===== src/rtl/kli_pkg.sv =====
// Package: shared constants, types and codes for the keyframe interpolator.
`timescale 1ns / 1ps
`default_nettype none
package kli_pkg;

   localparam int MAX_KEYS  = 256;
   localparam int KEY_AW    = $clog2(MAX_KEYS);
   localparam int CNT_W     = 9;
   localparam int VAL_W     = 32;
   localparam int FRAME_W   = 16;
   localparam int RAW_W     = 16;
   localparam int FRAC_W    = 8;
   localparam int QT_W      = FRAME_W + FRAC_W;
   localparam int DIFF_W    = VAL_W + 1;
   localparam int SPAN_W    = QT_W + 1;
   localparam int PROD_W    = DIFF_W + SPAN_W;
   localparam int DEN_W     = QT_W;
   localparam int DIV_BITS  = 2;
   localparam int DIV_STEPS = (PROD_W + DIV_BITS - 1) / DIV_BITS;
   localparam int STEP_W    = $clog2(DIV_STEPS);
   localparam int SUM_W     = PROD_W + 2;
   localparam int CSR_AW    = 2;
   localparam int CSR_DW    = 32;

   localparam logic [RAW_W-1:0] RAW_FULL_SCALE = 16'hFFFF;

   localparam logic [CSR_AW-1:0] CSR_MIN_VALUE = 2'd0;
   localparam logic [CSR_AW-1:0] CSR_MAX_VALUE = 2'd1;
   localparam logic [CSR_AW-1:0] CSR_KEY_COUNT = 2'd2;

   localparam logic CMD_LOAD  = 1'b0;
   localparam logic CMD_QUERY = 1'b1;

   typedef enum logic [2:0] {
      ST_IDLE,
      ST_SFIRST,
      ST_SWALK,
      ST_MUL,
      ST_DIVINIT,
      ST_DIV,
      ST_DONE
   } state_type;

   typedef struct packed {
      logic capture;
      logic rd_first;
      logic walk;
      logic mul;
      logic div_init;
      logic div_step;
      logic mem_write;
      logic rsp_load;
   } ctrl_cmd_type;

   typedef struct packed {
      logic is_query;
      logic hit;
      logic skip;
   } ctrl_status_type;

   typedef struct packed {
      logic [FRAME_W-1:0]      frame;
      logic signed [VAL_W-1:0] value;
   } key_entry_type;

endpackage
`default_nettype wire


===== src/rtl/kli_ctrl.sv =====
// Controller: sequences key search, multiply, divide, table write and result delivery.
`timescale 1ns / 1ps
`default_nettype none
module kli_ctrl
   import kli_pkg::*;
(
   input  wire logic            clock,
   input  wire logic            reset,
   input  wire logic            req_valid,
   output logic                 req_ready,
   output logic                 rsp_valid,
   input  wire logic            rsp_ready,
   input  wire ctrl_status_type status,
   output ctrl_cmd_type         cmd
);

   state_type          state_ff, state_in;
   logic [STEP_W-1:0]  step_ff, step_in;
   logic               rsp_valid_ff, rsp_valid_in;

   always_ff @(posedge clock) begin
      if (reset) begin
         state_ff     <= ST_IDLE;
         step_ff      <= '0;
         rsp_valid_ff <= 1'b0;
      end else begin
         state_ff     <= state_in;
         step_ff      <= step_in;
         rsp_valid_ff <= rsp_valid_in;
      end
   end

   always_comb begin
      state_in     = state_ff;
      step_in      = '0;
      cmd          = '0;
      req_ready    = 1'b0;
      rsp_valid_in = rsp_valid_ff && !rsp_ready;
      unique case (state_ff)
         ST_IDLE: begin
            req_ready = 1'b1;
            if (req_valid) begin
               cmd.capture = 1'b1;
               state_in    = status.is_query ? ST_SFIRST : ST_MUL;
            end
         end
         ST_SFIRST: begin
            cmd.rd_first = 1'b1;
            state_in     = ST_SWALK;
         end
         ST_SWALK: begin
            cmd.walk = 1'b1;
            if (status.hit) begin
               state_in = status.skip ? ST_DONE : ST_MUL;
            end
         end
         ST_MUL: begin
            cmd.mul  = 1'b1;
            state_in = ST_DIVINIT;
         end
         ST_DIVINIT: begin
            cmd.div_init = 1'b1;
            state_in     = ST_DIV;
         end
         ST_DIV: begin
            cmd.div_step = 1'b1;
            if (step_ff == STEP_W'(DIV_STEPS - 1)) begin
               state_in = ST_DONE;
            end else begin
               step_in = step_ff + 1'b1;
            end
         end
         ST_DONE: begin
            if (!status.is_query) begin
               cmd.mem_write = 1'b1;
               state_in      = ST_IDLE;
            end else if (!rsp_valid_ff || rsp_ready) begin
               cmd.rsp_load = 1'b1;
               rsp_valid_in = 1'b1;
               state_in     = ST_IDLE;
            end
         end
         default: state_in = ST_IDLE;
      endcase
   end

   assign rsp_valid = rsp_valid_ff;

   a_step_idle: assert property (@(posedge clock) disable iff (reset)
      (state_ff != ST_DIV) |-> (step_ff == '0))
      else $error("divide step counter active outside divide");
   a_div_end: assert property (@(posedge clock) disable iff (reset)
      (state_ff == ST_DIV && step_ff == STEP_W'(DIV_STEPS - 1)) |=> (state_ff == ST_DONE))
      else $error("divide did not end in done");
   a_rsp_src: assert property (@(posedge clock) disable iff (reset)
      $rose(rsp_valid_ff) |-> $past(state_ff == ST_DONE))
      else $error("response raised outside done");

endmodule
`default_nettype wire


===== config.mk =====
export PLATFORM = sky130hd
export DESIGN_NAME = kli_ctrl
export DESIGN_NICKNAME = d
export VERILOG_FILES = /design/src/rtl/kli_pkg.sv /design/src/rtl/kli_ctrl.sv
export SDC_FILE = /design/constraint.sdc
export NUM_CORES = 1
export LEC_CHECK = 0
export BUFFER_PORTS_ARGS = -buffer_cell sky130_fd_sc_hd__buf_2
export CORE_MARGIN = 2
export CORE_UTILIZATION = 40
export CTS_BUF_LIST = sky130_fd_sc_hd__clkbuf_16
export DETAILED_ROUTE_END_ITERATION = 12
export PLACE_DENSITY = 0.66
export SLEW_MARGIN = 30
export SYNTH_ARGS = -nofsm -noshare
export SYNTH_HDL_FRONTEND = slang
export SYNTH_SLANG_ARGS = --single-unit

===== constraint.sdc =====
create_clock -name clock -period 1.6 [get_ports clock]
set_input_delay 0.08 -clock clock [delete_from_list [all_inputs] [get_ports clock]]
set_output_delay 0.08 -clock clock [all_outputs]
set_load 0.005 [all_outputs]

== Word level (Yosys, flattened, before mapping) ==
Index checks and enable logic that the tools add are counted.
Widths: inputs -> output; s select.
Operators by class
  add/subtract/negate cells: 1
  equality and inequality tests: 11
  mux-type cells: 23
  bitwise gates (word level): 1
  reduce and logical (&&, ||, !) cells: 7
Operator list (number)
  $pmux 3 s7: 1
  $mux 3: 6
  $mux 1: 14
  $eq 3x3->1 const B: 3
  $eq 3x2->1 const B: 2
  $ne 2x2->1 const B: 3
  $add 5x1->5 const B: 1
  $eq 5x5->1 const B: 1
  $mux 2: 2
  $reduce_and 4->1: 1
  $eq 3x1->1 const B: 1
  $logic_not 3->1: 1
  $ne 3x3->1 const B: 1
  $reduce_or 3->1: 1
  $logic_not 1->1: 2
  $logic_and 1x1->1: 1
  $logic_or 1x1->1: 1
  $not 1->1: 1
Word-level totals
  register bits: 9
  logic and storage cells: 46

== Longest topological paths before layout ==
Gate-level depths: netlist of run 1.
  word-level depth: 5
  mapped depth: 5

== Worst setup path after synthesis of run 1 ==
No wires, ideal clock.
  path type: reg-to-reg
  start: reg step_ff[0]
  end: reg step_ff[2]
  setup time: 0.064 ns
  arrival time: 1.210 ns
  path slack: 0.326 ns
  stages on the path, launching flop included: 6
  cells stage by stage: dfxtp_1 inv_1 ha_1 and4_1 or3_4 nor2_1
Between the ends
  cells in the longest elaborated chain, start to end: 2
Ends and longest elaborated chain
  start, declared: RTL line kli_ctrl.sv:18  | logic [STEP_W-1:0] step_ff, step_in;
  start signal, assigned: RTL line kli_ctrl.sv:28  | step_ff <= step_in;
  branches (longest 2 deep; another with $add 5x1->5)
Several ways; the timed one is not identified.
A chain may end at the register's enable or synchronous reset.

== Worst setup path after layout of run 1 ==
  start: reg step_ff[0]
  end: reg step_ff[3]
The elaborated chain is that of the path after synthesis.

==> impl_metrics.csv, run 1 <==
group,metric,value,unit
final_layout,layout_commonest_cell,"buf_2",
setup_path,worstPathRequired,1.77,ns
setup_path,reg2reg_depth,5,
global_route,grt_pass1_vias,411,
final_layout,syn2layout_area_growth,34.0,%
hold_path,hold_class,"in -> reg",
routing,vias_per_cell,5.09,
die,die_area,1600,µm²
clock_tree,post_cts_buffers,0,
placement,dp.cells,90,
yosys,synthXorXnorAreaFrac,3.37,%
sta,rsz0062_at_grt,"no",
global_route,grt-ovfl-total,0,
pwr,swShare,23.1,%
setup_path,cp_data_arrival_time,1.53,ns
yosys,synth_area,519,µm²
sta,finalHoldViolCount,0,
final_layout,nets,90,
die,die_x,40.0,µm
global_route,antenna_found_initial,0,
yosys,ys_seq_area_share,34.7,%
clock_tree,cts_hold_buf,0,
run_status,status,"finished clean",
final_layout,drive_above_1_share,27.5,%
yosys,synth-async-reset-ratio,0,%
placement,dpl_cell_area,617,µm²
yosys,synth_cells,61,
yosys,synthTopCellsByArea,"dfxtp_1 (35%), nor2_1 (6.5%), ha_1 (4.8%)",
setup_path,reg2reg_slack,0.24,ns
hold_path,hp-start,"reset",
hold_path,hold_path_depth,2,
yosys,synth_simple_gate_area_share,34.9,%
routing,drt_iter0_drc,12,
global_route,grt_first_pass_wirelength,1760,µm
clock_tree,root_buffer,"clkbuf_16",
yosys,synth_cell_types,29,
pwr,p_int,0.633,mW
clock_tree,cts.clk_slew.worst_paths,0.04,ns
routing,finalWirelength,1100,µm
die,die_y,40.0,µm
pwr,p_per_area,1180,nW/µm²
yosys,synth_edf_count,0,
placement,preCtsSetupSlack,0.236,ns
pwr,combinationalPowerShare,14.7,%
yosys,synth_compound_area_share,14.5,%
global_route,grt_max_degree,14,
yosys,synth_seq_cells,9,
sta,setup_ws,0.242,ns
yosys,yosysWarnings,0,
yosys,yosys.area.top_type_share,34.7,%
final_layout,fillCellCount,103,
yosys,synth-main-ff-cell,"dfxtp_1",
placement,dp_hpwl,805,µm
final_layout,layout.cells.non_filler,94,
die,start_util,44.9,%
final_layout,finish.utilization,60.2,%
routing,vias,478,
clock_tree,clock_sinks,9,
clock_tree,numCtsBuffers,3,
routing,ant_nets,0,
clock_tree,clock_latency,0.23,ns
job,maxCapViolCount,0,
pwr,switchingPower,0.190,mW
clock_tree,cts_tree,"yes",
setup_path,cp_max_fo,4,
final_layout,final_cell_mix,"buf_2 (16), nor2_1 (9), dfxtp_1 (9)",
final_layout,n_antenna_cell,0,
routing,drc,0,
pwr,vdd_ir_drop_max,0.749,mV
global_route,grtUsageTotal,18.1,%
pwr,power,0.823,mW
sta,hold_slack,0.0984,ns
setup_path,cp-end-kind,"flop",
routing,wl_per_cell,11.7,µm
sta,fin_skew,0.000562,ns
yosys,yosys.area.top_type,"dfxtp_1",
sta,setup-violations-final,0,
placement,numPortBuffers,16,
die,core,1160,µm²
sta,tightest_slew,0.385,ns
setup_path,criticalPathCategory,"reg -> reg",
sta,fin_crit,1.36,ns
yosys,synth_top_family_by_area,"simple AND/OR/NAND/NOR gates",
sta,clock.fmax,736,MHz
sta,relSlewSlack,74.3,%
die,pin_count,17,
hold_path,holdPathEnd,"rsp_valid",
setup_path,r2r-end,"step_ff[3]",
die,num_rows,12,
clock_tree,h-tree-depth,1,
sta,tns,0,ns
clock_tree,cts.path.max_buffers,2,
placement,gp_congestion,0.700,
routing,dr.pass1.iters,5,
setup_path,worstReg2RegStart,"step_ff[0]",
pwr,p_clk_share,52.8,%
yosys,avgSynthCellArea,8.51,µm²
sta,maxSlewViolCount,0,
yosys,synthMuxAreaShare,1.93,%
sta,post-route-period-util,84.9,%
setup_path,start_kind,"flop",
yosys,synthAdderAreaFrac,4.82,%
final_layout,fin_area,696,µm²
pwr,leakagePower,0.324,nW
yosys,syn_nets,70,
pwr,p_seq_share,32.5,%
clock_tree,cts_resized,0,
## synthesized netlist by cell type (2+ instances only)
cell / n
nor2b_1: 2
nor2_1: 9
nor3b_1: 2
and2_1: 3
buf_2: 3
o22ai_1: 2
nand2b_1: 2
and3b_1: 2
ha_1: 2
a21oi_1: 3
dfxtp_1: 9
inv_1: 4
nor3_1: 2
## state kept, by name, summed over array words and instances (netlist names)
| register | count |
|---|---|
| state_ff | 3 |
| step_ff | 5 |
| rsp_valid | 1 |
## kinds of logic (layout without fill, tap and decap cells)
kind of cell               count (synthesis)  count (layout)
DFF                                        9               9
AOI/OAI and AO/OA                         11              11
xor gates and xnor gates                   2               2
adders and majority gates                  2               2
muxes                                      1               1
and+or+nand+nor                           29              29
buffers and inverters                      7              26
## power groups by stage
| stage | registers, mW | clock network [mW] | logic [mW] |
|---|---|---|---|
| after floorplan | 0.249 | 0 | 0.0968 |
| after global placement | 0.271 | 0 | 0.121 |
| after detailed placement | 0.271 | 0 | 0.122 |
| after CTS | 0.267 | 0.445 | 0.122 |
| after global routing | 0.272 | 0.456 | 0.137 |
| final | 0.267 | 0.435 | 0.121 |
## worst max-delay path by stage
stage / from / to / slack (ns) / cells past startpoint
CTS: step_ff[0] / step_ff[3] / 0.22 / 5
global route: step_ff[0] / step_ff[3] / 0.12 / 5
floorplan: step_ff[0] / step_ff[2] / 0.33 / 5
finish: step_ff[0] / step_ff[3] / 0.24 / 5
detailed placement: step_ff[0] / step_ff[3] / 0.24 / 5
global placement: step_ff[0] / step_ff[2] / 0.28 / 5
## worst max-delay path, stage by stage, from the launching register on
cell and delay (ns):
dfxtp_1 0.37, inv_1 0.06, ha_1 0.20, and4_1 0.22, or3_4 0.35, nor2_1 0.11
## routing by layer
| layer | track usage (%) | part of all wire (%) | wire length [µm] |
|---|---|---|---|
| met1 | 20.8 | 48 | 534 |
| met2 | 25.0 | 44 | 488 |
| met3 | 10.0 | 6.2 | 68 |
| met4 | 12.9 | 0.91 | 10 |
| met5 | 0 | 0 | 0 |
## layout make-up
cell class,count,area (µm²),area share [%]
Tap cell,14,17.5,2.52
Clock inverter,1,3.75,0.540
Timing Repair Buffer,18,95.1,13.7
Clock buffer,3,75.1,10.8
Multi-Input combinational cell,45,309,44.4
Inverter,4,15.0,2.16
Sequential cell,9,180,25.9
Note: power is estimated with default switching activity, not from simulation.
==> run 2: changes to the inputs <==
==> constraint.sdc (replaced) <==
create_clock -name clock -period 1.35 [get_ports clock]
set_input_delay 0.0675 -clock clock [delete_from_list [all_inputs] [get_ports clock]]
set_output_delay 0.0675 -clock clock [all_outputs]
set_load 0.005 [all_outputs]
==> run 2 against run 1 <==
Effect of this change: via count is 1.3% higher; combinational power increased by 43%; register-to-register slack got worse by 0.16 ns; clock skew is essentially flat; highest routed layer unchanged; sequential share of layout area is 0.81 points lower; core utilization increased by 2.8 points; critical path depth is the same; wire length up 1.0%; die area stayed put; sequential power is 16% higher; cell area grew 4.7%; final cell count increased by 3.2%.
==> impl_metrics.csv, run 2 (synthesis gave the netlist of run 1 again) <==
group,metric,value,unit
sta,fin_skew,0.000428,ns
sta,relSlewSlack,82.2,%
global_route,grt_first_pass_wirelength,1730,µm
placement,gp_congestion,0.707,
sta,maxSlewViolCount,0,
final_layout,syn2layout_area_growth,40.2,%
final_layout,final-seq-area,183,µm²
routing,wl_per_cell,11.5,µm
global_route,grt_max_degree,10,
sta,tightest_slew,0.267,ns
setup_path,cp-end-kind,"flop",
sta,rsz0062_at_grt,"no",
global_route,grtUsageTotal,17.2,%
sta,fin_crit,1.27,ns
clock_tree,cts_tree,"yes",
routing,finalWirelength,1110,µm
pwr,p_per_area,1360,nW/µm²
final_layout,drive_above_1_share,34.9,%
run_status,status,"finished clean",
routing,dr.pass1.iters,4,
placement,dp.cells,93,
setup_path,start_kind,"flop",
sta,finalHoldViolCount,0,
placement,numPortBuffers,16,
global_route,grt-ovfl-total,0,
die,start_util,44.9,%
setup_path,criticalPathCategory,"reg -> reg",
clock_tree,cts.clk_slew.worst_paths,0.04,ns
final_layout,fillCellCount,109,
sta,setup_ws,0.0778,ns
final_layout,layout_commonest_cell,"buf_2",
final_layout,final_cell_mix,"buf_2 (16), nor2_1 (9), dfxtp_1 (7)",
placement,dpl_cell_area,639,µm²
placement,dp_hpwl,864,µm
final_layout,fin_area,728,µm²
setup_path,worstPathRequired,1.52,ns
sta,clock.fmax,786,MHz
pwr,leakagePower,0.343,nW
hold_path,hold_class,"in -> reg",
clock_tree,cts.path.max_buffers,2,
routing,vias,484,
routing,ant_nets,0,
clock_tree,h-tree-depth,1,
routing,drt_iter0_drc,5,
clock_tree,numCtsBuffers,3,
clock_tree,post_cts_buffers,0,
die,pin_count,17,
job,maxCapViolCount,0,
routing,drc,0,
final_layout,nets,93,
sta,setup-violations-final,0,
final_layout,finish.utilization,63.0,%
routing,vias_per_cell,4.99,
die,num_rows,12,
setup_path,cp_max_fo,4,
final_layout,multi_input_area,317,µm²
sta,post-route-period-util,94.2,%
clock_tree,cts_hold_buf,0,
sta,hold_slack,0.0809,ns
final_layout,n_antenna_cell,0,
final_layout,largest_reg_flops,5,
pwr,vdd_ir_drop_max,0.939,mV
die,die_x,40.0,µm
final_layout,regMostFlops,"step_ff",
setup_path,cp_data_arrival_time,1.44,ns
clock_tree,clock_latency,0.23,ns
placement,preCtsSetupSlack,0.0235,ns
clock_tree,clock_sinks,9,
die,die_area,1600,µm²
die,die_y,40.0,µm
global_route,antenna_found_initial,0,
final_layout,layout.cells.non_filler,97,
sta,tns,0,ns
die,core,1160,µm²
clock_tree,root_buffer,"clkbuf_16",
global_route,grt_pass1_vias,402,
pwr,power,0.994,mW
[run 2: cell count changes in the layout (fill, tap and decap cells not counted)]
cell,change
and4_1,-1
and4_4,+1
nor3_1,-1
dfxtp_2,+2
dfxtp_1,-2
nor3_2,+1
buf_4,+3
[run 2: path summary, 6_finish.rpt]
kind | cells after the start | slack, ns | startpoint | end
worst max-delay path | 5 | 0.08 | step_ff[0] | step_ff[2]
worst min-delay path | 2 | 0.08 | reset | rsp_valid
worst min register to register | 2 | 0.51 | step_ff[0] | step_ff[0]
worst max register to register | 5 | 0.08 | step_ff[0] | step_ff[2]
[run 2: metal layers]
layer	global-route usage, %	part of all wire (%)
met1	20.1	46
met2	25.0	47
met3	10.0	6.0
met4	7.76	1.2
met5	0	0
[run 2: repair_timing]
item,in CTS,in global routing
gates resized for setup,0,4
setup endpoints to repair,0,5
hold endpoints to repair,0,0
[run 2: area by class of cell]
type | count | share of cell area, %
Clock buffer | 3 | 10.3
Clock inverter | 1 | 0.515
Inverter | 4 | 2.06
Multi-Input combinational cell | 45 | 43.5
Sequential cell | 9 | 25.1
Tap cell | 14 | 2.41
Timing Repair Buffer | 21 | 16.2
[run 2: critical path, stage by stage, from the launching register on]
cell and delay (ns):
dfxtp_1 0.32, inv_1 0.04, ha_1 0.20, and4_4 0.19, or3_4 0.35, nor2_1 0.11
[run 2: power by group]
group          leakage, nW  total, mW  internal (mW)  switching (mW)
logic                0.227      0.173         0.0972          0.0756
registers           0.0739      0.311          0.283          0.0277
clock network       0.0423      0.510          0.386           0.124
==> run 3: changes to the inputs <==
==> constraint.sdc (replaced) <==
create_clock -name clock -period 1.35 [get_ports clock]
set_input_delay 0.135 -clock clock [delete_from_list [all_inputs] [get_ports clock]]
set_output_delay 0.135 -clock clock [all_outputs]
set_load 0.005 [all_outputs]
==> run 3 against run 2 <==
Effect of this change: final cell count down 1.0%; worst hold slack better by 0.069 ns; sequential cell count unchanged; fmax down 3.5%; wire length up 7.8%; non-clock buffer count down 1; register-to-register slack better by 0.02 ns; largest cell class unchanged.
==> impl_metrics.csv, run 3 (synthesis gave the netlist of run 1 again) <==
group,metric,value,unit
final_layout,syn2layout_area_growth,40.2,%
run_status,status,"finished clean",
setup_path,cp_cell_sequence,"buf_4 -> nor2_1 -> and2_1 -> buf_2",
global_route,grt-ovfl-total,0,
global_route,grt_pass1_vias,416,
setup_path,slowest_delay,0.34,ns
global_route,grt_max_degree,14,
sta,post-route-period-util,97.6,%
routing,vias,490,
global_route,grtUsageTotal,17.5,%
routing,ant_nets,0,
die,num_rows,12,
pwr,vdd_ir_drop_max,0.831,mV
placement,dp.cells,92,
final_layout,n_antenna_cell,0,
routing,drt_iter0_drc,6,
clock_tree,cts.path.max_buffers,2,
hold_path,hold_class,"in -> reg",
final_layout,regMostFlops,"step_ff",
sta,fin_crit,1.32,ns
clock_tree,root_buffer,"clkbuf_16",
placement,dpl_cell_area,632,µm²
routing,vias_per_cell,5.10,
sta,relSlewSlack,83.5,%
setup_path,cp_data_arrival_time,1.18,ns
clock_tree,cts_tree,"yes",
routing,finalWirelength,1200,µm
job,maxCapViolCount,0,
setup_path,cp_max_fo,7,
placement,numPortBuffers,16,
final_layout,nets,92,
die,die_x,40.0,µm
clock_tree,clock_sinks,9,
sta,clock.fmax,759,MHz
setup_path,criticalPathCategory,"reg -> out",
die,die_area,1600,µm²
routing,dr.pass1.iters,4,
clock_tree,clock_latency,0.24,ns
clock_tree,numCtsBuffers,3,
sta,maxSlewViolCount,0,
final_layout,layout_commonest_cell,"buf_2",
sta,setup-violations-final,0,
sta,finalHoldViolCount,0,
sta,setup_ws,0.0319,ns
pwr,leakagePower,0.339,nW
setup_path,start_kind,"flop",
final_layout,fillCellCount,96,
final_layout,layout.cells.non_filler,96,
final_layout,drive_above_1_share,35.4,%
placement,preCtsSetupSlack,0.0528,ns
routing,wl_per_cell,12.5,µm
clock_tree,h-tree-depth,1,
routing,drc,0,
global_route,antenna_found_initial,0,
setup_path,worstPathRequired,1.22,ns
sta,tns,0,ns
sta,tightest_slew,0.247,ns
placement,dp_hpwl,817,µm
die,start_util,44.9,%
pwr,p_per_area,1390,nW/µm²
final_layout,largest_reg_flops,5,
final_layout,fin_area,728,µm²
setup_path,cp_slowest_cell,"dfxtp_2",
clock_tree,cts.clk_slew.worst_paths,0.04,ns
final_layout,final_cell_mix,"buf_2 (16), nor2_1 (9), dfxtp_1 (6)",
die,die_y,40.0,µm
setup_path,cp-end-kind,"primary output",
sta,fin_skew,0.00444,ns
die,core,1160,µm²
placement,gp_congestion,0.721,
global_route,grt_first_pass_wirelength,1750,µm
die,pin_count,17,
## run 3: cell types whose count changed in the layout (fill, tap and decap cells not counted)
| cell | change |
|---|---|
| buf_4 | -1 |
| dfxtp_2 | +1 |
| nor3_4 | +1 |
| dfxtp_1 | -1 |
| nor3_2 | -1 |
## run 3: what timing repair did
action | 4_1_cts | 5_1_grt
hold buffers | 0 | 0
resized for setup | 2 | 4
setup buffers | 0 | 0
endpoints found under the setup margin | 3 | 7
hold endpoints to repair | 0 | 0
## run 3: metal layers
| layer | vias up | global-route usage (%) | share of wire [%] |
|---|---|---|---|
| met5 | - | 0 | 0 |
| met4 | 0 | 12.9 | 1.2 |
| met3 | 2 | 6.67 | 4.2 |
| met2 | 9 | 24.6 | 47 |
| met1 | 222 | 21.3 | 48 |
| li1 | 257 | - | - |
## run 3: cell type report
type	count	area [µm²]	share of cell area [%]
Sequential cell	9	184	25.3
Clock buffer	3	75.1	10.3
Tap cell	14	17.5	2.41
Clock inverter	1	3.75	0.515
Inverter	4	15.0	2.06
Timing Repair Buffer	20	110	15.1
Multi-Input combinational cell	45	323	44.3
## run 3: through the flow
step	util, %	total power, mW	hold slack [ns]
3_5_place_dp	54.7	0.473	0.389
6_report	63.0	1.01	0.150
2_1_floorplan	-	0.410	0.204
3_3_place_gp	54.7	0.472	0.392
5_1_grt	63.0	1.06	0.153
4_1_cts	62.0	1.01	0.141
## run 3: final timing paths
check / start / end / slack, ns / cells after the start
max: state_ff[0] / cmd[3] / 0.03 / 4
max reg2reg: step_ff[0] / step_ff[3] / 0.10 / 5
min reg2reg: step_ff[0] / step_ff[0] / 0.51 / 2
min: reset / rsp_valid / 0.15 / 2
## run 3: where the power goes
group / switching, mW / internal (mW)
sequential: 0.0337 / 0.284
clock: 0.131 / 0.387
combinational: 0.0795 / 0.0969
total: 0.244 / 0.768
## run 3: critical path, delay by kind of cell, from the launching register on
family                 cells  cell delay, ns
buffers and inverters      2            0.28
DFF                        1            0.34
and+or+nand+nor            2            0.32
